`config.mk`:
```
export PLATFORM = sky130hd
export DESIGN_NAME = czsc_result_fifo
export DESIGN_NICKNAME = d
export VERILOG_FILES = /design/src/hw/rtl/czsc_pkg.sv /design/src/hw/rtl/czsc_result_fifo.sv
export SDC_FILE = /design/constraint.sdc
export NUM_CORES = 1
export LEC_CHECK = 0
export BUFFER_PORTS_ARGS = -buffer_cell sky130_fd_sc_hd__clkbuf_2
export CAP_MARGIN = 20
export CORE_UTILIZATION = 45
export DETAILED_ROUTE_END_ITERATION = 8
export SYNTH_ARGS = -nofsm -noshare
export SYNTH_HDL_FRONTEND = slang
export SYNTH_SLANG_ARGS = --single-unit
```
`constraint.sdc`:
```
create_clock -name clk_i -period 24.2 [get_ports clk_i]
set_input_delay 3.63 -clock clk_i [delete_from_list [all_inputs] [get_ports clk_i]]
set_output_delay 3.63 -clock clk_i [all_outputs]
set_load 0.005 [all_outputs]
```
`src/hw/rtl/czsc_pkg.sv`:
```
// shared types and constants for the calorimeter zero suppression block
`timescale 1ns / 1ps

package czsc_pkg;

  localparam int unsigned ChannelW = 13;
  localparam int unsigned AdcW     = 12;
  localparam int unsigned ScaleW   = 16;
  localparam int unsigned EnergyW  = 20;
  localparam int unsigned CountW   = 14;
  localparam int unsigned CfgIdxW  = 1;
  localparam int unsigned CfgDataW = 20;
  localparam int unsigned InDataW  = 88;
  localparam int unsigned OutDataW = 96;

  // output queue depth, room for two results per item in flight
  localparam int unsigned OqDepth  = 8;
  localparam int unsigned OqPtrW   = $clog2(OqDepth);
  localparam int unsigned OqCntW   = OqPtrW + 1;

  localparam logic [CountW-1:0]  COUNT_MAX   = '1;
  localparam logic [CfgIdxW-1:0] REG_ENABLE  = 1'd0;
  localparam logic [CfgIdxW-1:0] REG_HOT_THR = 1'd1;

  localparam logic ACTION_LOAD   = 1'b0;
  localparam logic ACTION_SAMPLE = 1'b1;
  localparam logic KIND_HIT      = 1'b0;
  localparam logic KIND_SUMMARY  = 1'b1;

  // one calibration table row
  typedef struct packed {
    logic [ScaleW-1:0] energy_scale;
    logic [ScaleW-1:0] et_scale;
    logic [AdcW-1:0]   pedestal;
    logic [AdcW-1:0]   threshold;
  } calib_t;

  typedef struct packed {
    logic                kind;
    logic [ChannelW-1:0] hit_channel;
    logic [AdcW-1:0]     adc_above_ped;
    logic [EnergyW-1:0]  et_value;
    logic [EnergyW-1:0]  energy_value;
    logic [CountW-1:0]   tower_count;
    logic [CountW-1:0]   hot_count;
    logic                last;
  } result_t;

  // results written into the queue this cycle
  typedef struct packed {
    logic first;
    logic second;
  } push_t;

endpackage

```
`src/hw/rtl/czsc_result_fifo.sv`:
```
// result queue taking up to two results per cycle, one out per cycle while pop_i is high
`timescale 1ns / 1ps

module czsc_result_fifo (
  input  logic                                clk_i,
  input  logic                                rst_ni,
  input  czsc_pkg::push_t                     push_i,
  input  czsc_pkg::result_t                   first_i,
  input  czsc_pkg::result_t                   second_i,
  input  logic                                pop_i,
  output logic                                valid_o,
  output czsc_pkg::result_t                   head_o,
  output logic [czsc_pkg::OqCntW-1:0]         count_o
);

  czsc_pkg::result_t                 mem_q [czsc_pkg::OqDepth];
  logic [czsc_pkg::OqPtrW-1:0]       wptr_q, wptr_d, rptr_q, rptr_d;
  logic [czsc_pkg::OqCntW-1:0]       count_q, count_d;
  logic [czsc_pkg::OqPtrW-1:0]       wptr_next;
  logic [1:0]                        push_n;
  logic                              do_pop;

  assign push_n    = {1'b0, push_i.first} + {1'b0, push_i.second};
  assign do_pop    = pop_i && (count_q != '0);
  assign wptr_next = wptr_q + czsc_pkg::OqPtrW'(1);

  always_comb begin
    wptr_d  = wptr_q + czsc_pkg::OqPtrW'(push_n);
    rptr_d  = do_pop ? rptr_q + czsc_pkg::OqPtrW'(1) : rptr_q;
    count_d = count_q + czsc_pkg::OqCntW'(push_n) - czsc_pkg::OqCntW'(do_pop);
  end

  always_ff @(posedge clk_i or negedge rst_ni) begin
    if (!rst_ni) begin
      wptr_q  <= '0;
      rptr_q  <= '0;
      count_q <= '0;
    end else begin
      wptr_q  <= wptr_d;
      rptr_q  <= rptr_d;
      count_q <= count_d;
    end
  end

  always_ff @(posedge clk_i) begin
    if (push_i.first) begin
      mem_q[wptr_q] <= first_i;
    end
    if (push_i.second) begin
      mem_q[wptr_next] <= second_i;
    end
  end

  assign valid_o = (count_q != '0);
  assign head_o  = mem_q[rptr_q];
  assign count_o = count_q;

endmodule

```
======== After elaboration in Yosys (flattened, before gate mapping) ========
Memories as Yosys holds them, arrays and structs flattened.
Index checks and enable logic that the tools add are counted.
Widths: inputs -> output; s select.
operators by class
  multiply operators ...................... 0
  reductions and logical operators ........ 2
  div/mod/pow operators ................... 0
  equal/unequal tests ..................... 0
  mux-type cells .......................... 4
  shift operators ......................... 0
  bitwise gates (word level) .............. 0
  $add $sub $neg .......................... 6
  order comparisons ....................... 0
operators by type and width
  kind                 count
  $add 3x1->3 const B  2
  $add 4x2->4          1
  $mux 1               4
  $reduce_bool 4->1    1
  $sub 4x1->4          1
  $add 3x2->3          1
  $add 1x1->2          1
  $logic_and 1x1->1    1
word-level totals
  bits in latches ......................... 0
  logic and storage cells ................. 16
  memory bits (writable) .................. 760
  memories kept ........................... 1
  register bits after elaboration ......... 10
  output and inout port bits .............. 100
  ROM bits ................................ 0
memories
  memory  depth  width  rd ports  clocked after memory_dff  write ports  line                    RTL
  mem_q   8      95     1         0                         2            czsc_result_fifo.sv:16  czsc_pkg::result_t mem_q [czsc_pkg::OqDepth];

======== Longest topological paths before layout ========
  depth after elaboration ................. 3
  gate-level depth with buffers ........... 11
  mapped depth without buffers ............ 11

======== Least setup slack after synthesis ========
Ideal clock, no wire load.
  path type ............................... input to register
  from .................................... input push_i[1] in the netlist's numbering
  to ...................................... memory mem_q[2][0] in the netlist's numbering, enable pin
  buffers on the path ..................... 0
  setup slack ............................. 12.686 ns
  stages on the path ...................... 2
  arrival ................................. 10.821 ns
  cell sequence ........................... nand2_1 o32ai_1
RTL lines
  what         line                    RTL
  from (decl)  czsc_result_fifo.sv:7   input czsc_pkg::push_t push_i,
  to (decl)    czsc_result_fifo.sv:16

==> results.cfg <==
[drt]
viasPerCell = 5.85
firstDrtPassIters = 5
wl_mm = 102
wire_per_inst_um = 29.1
postRouteAntennaNets = 0
drc = 0
drt_iter0_drc = 1615
vias = 20500

[cells_and_area]
synthToLayoutAreaGrowth_pct = 14.3
drive_above_1_share_pct = 61.6
multi_input_area_um2 = 14500
num-fill-cells = 6870
nNetsFinal = 2510
regArea_um2 = 23100

[global_routing]
grt_pass1_wl_mm = 149
grt_pass1_vias = 21900
grt-ovfl-total = 0
antenna_found_initial = 25
grt_max_degree = 65
grtUsageTotal_pct = 23.9

[setup_path]
reg2regPathDepth = 6
r2r_setup_slack_ns = 20.05
reg2reg_from = wptr_q[0]
path_max_fanout = 46
critPathKind = reg2out
end_kind = output port
startpoint_type = flop
cp.required_ns = 20.57
rr_endpoint = mem_q[5][57]
critical_path_arrival_ns = 4.45
crit_start = rptr_q[0]

[sta]
final.setup.tns_ns = 0
final_hold_viol_count = 0
drv_slew = 0
post-route-worst-setup-slack_ns = 16.12
worst_pin_slew_ns = 1.12
post-route-min-period_ns = 8.08
relSlewSlack_pct = 25.1
rsz0062_at_grt = no
finalSetupViolCount = 0
period_share_pct = 33.4
clock_skew_ns = 0.0146
max_clock_freq_ghz = 0.124

[clock_network]
htreeDepth = 3
hold_buffers = 0
cts_setup_buffers = 0
clk-insertion-delay-late_ns = 0.65
numCtsBuffers = 87
root_buffer = clkbuf_16
clk_pin_slew_ns = 0.06
cts_resized = 0
tritoncts = yes
cts_sinks = 770
clk_path_buf_depth = 3

[yosys]
ys_seq_elements = 770
syn_inst = 2011
yosysWarnings = 0
synth_top_area_cell = edfxtp_1
syn_area_um2 = 38200
yosys-top-cells-area = edfxtp_1, mux2_2, mux4_2
syn_area_per_cell_um2 = 19.0
synth.distinct_cells = 32
syn_nets = 2218
ys_seq_area_share_pct = 60.5
synth_top_cell_area_share_pct = 59.8

[floorplanning]
core_area_um2 = 83800
rows = 106
start_util_pct = 45.5
die_y_um = 293
die_area_um2 = 85900
ios = 295
die_x_um = 293

[hold_path]
hold_end = count_o[0]
min_path_cells = 1
hold_path.class = reg2reg
min-delay-start = count_o[0]

[power_and_ir_drop]
irDropWorstVdd_v = 0.0000935
power.total_mw = 5.78
power_density_nw_per_um2 = 133
leakagePower_nw = 14.6

[place]
place_hpwl_mm = 55.4
dpl_worst_slack_ns = 16.64
port_buffers = 294
gp_congestion = 0.763

[run]
cap_violations = 0

[run_status]
status = finished, final reports clean
[how the worst max path moves through the flow]
stage | to | slack, ns | cells after the start
after floorplan | mem_q[2][0] | 12.69 | 2
after global placement | head_o[48] | 16.66 | 5
after detailed placement | head_o[3] | 16.64 | 5
after CTS | head_o[3] | 15.96 | 5
after global routing | head_o[48] | 15.75 | 5
final | head_o[48] | 16.12 | 5
[final cells by class]
class                   count  area share [%]
flip-flops and latches    770            52.9
multi-input cells        1096            33.2
clock buffers             116            5.34
repair buffers            338            4.32
well taps                1134            3.25
clock inverters            39           0.809
inverters                  10          0.0861
diodes                      6          0.0344
[power by group]
group / switching [mW] / internal [mW] / leakage (nW)
clock network: 0.537 / 0.729 / 1.31
registers: 0.142 / 2.07 / 7.09
logic: 1.25 / 1.05 / 6.19
[cells in the mapped netlist, drive strengths merged]
cell,number
mux2,856
nand3,2
nand2b,3
ha,10
dfrtp,10
o32ai,1
nor2,4
o21ai,2
edfxtp,760
nand3b,1
mux4,190
or3b,1
a21oi,1
or2,1
inv,10
a21o,1
nor3,3
clkbuf,29
xnor2,3
o21bai,1
buf,106
nand2,6
nor3b,1
xor2,4
o22ai,3
fa,2
[layer usage]
metal | up-vias | wire [µm] | track usage, %
met5 | - | 180 | 0
li1 | 8899 | - | -
met3 | 150 | 5940 | 4.97
met2 | 490 | 51800 | 41.0
met1 | 10900 | 42300 | 31.0
met4 | 30 | 1740 | 5.82
[kinds of logic after synthesis]
group / count (synthesis) / synth area share (%)
mux: 1046 / 36.5
xor+xnor: 7 / 0.200
simple gates: 22 / 0.318
buf+inv: 145 / 1.94
fa+ha+maj: 12 / 0.433
flops: 770 / 60.5
compound gates: 9 / 0.151
[registers in the layout, summed over array words and instances (netlist names)]
| register | count |
|---|---|
| mem_q | 760 |
| count_o | 4 |
| rptr_q | 3 |
| wptr_q | 3 |
[per-stage QoR]
stage          utilization (%)  instance area [µm²]  instances  hold WS, ns
6_report                  52.0                43600       3509        0.557
5_1_grt                   52.0                43600       3508        0.593
4_1_cts                   52.0                43600       3502        0.567
3_5_place_dp              48.8                40900       3347        0.558
3_3_place_gp              48.7                40800       3344        0.525
2_1_floorplan                -                38200       2011        0.505
[worst max-delay path, stage by stage (launching register included)]
cell	delay (ns)
dfrtp_4	0.97
buf_4	0.78
buf_4	0.86
mux4_2	0.60
mux2_2	0.29
clkbuf_2	0.13
[placed cells by master (no fill, tap or decap), types with 2 or more instances in the layout]
cell	synthesis	routed
fa_1	2	2
clkinv_1	0	19
mux2_2	801	801
nand2_1	6	4
bufinv_16	0	5
xnor2_1	2	2
nand2_4	0	2
dfrtp_4	0	3
dfrtp_1	10	7
clkbuf_1	29	27
clkinv_8	0	2
buf_16	0	4
mux4_2	190	190
nor3_4	0	2
nand3_1	2	2
edfxtp_1	760	760
mux2_1	55	55
o22ai_4	0	3
clkbuf_2	0	294
nand2b_1	3	3
inv_16	0	2
nor2_4	0	4
diode_2	0	6
ha_1	10	10
buf_4	28	40
inv_1	10	10
o21ai_4	0	2
xor2_1	3	3
clkinv_2	0	10
clkbuf_16	0	89
(Power assumes the default switching activity.)
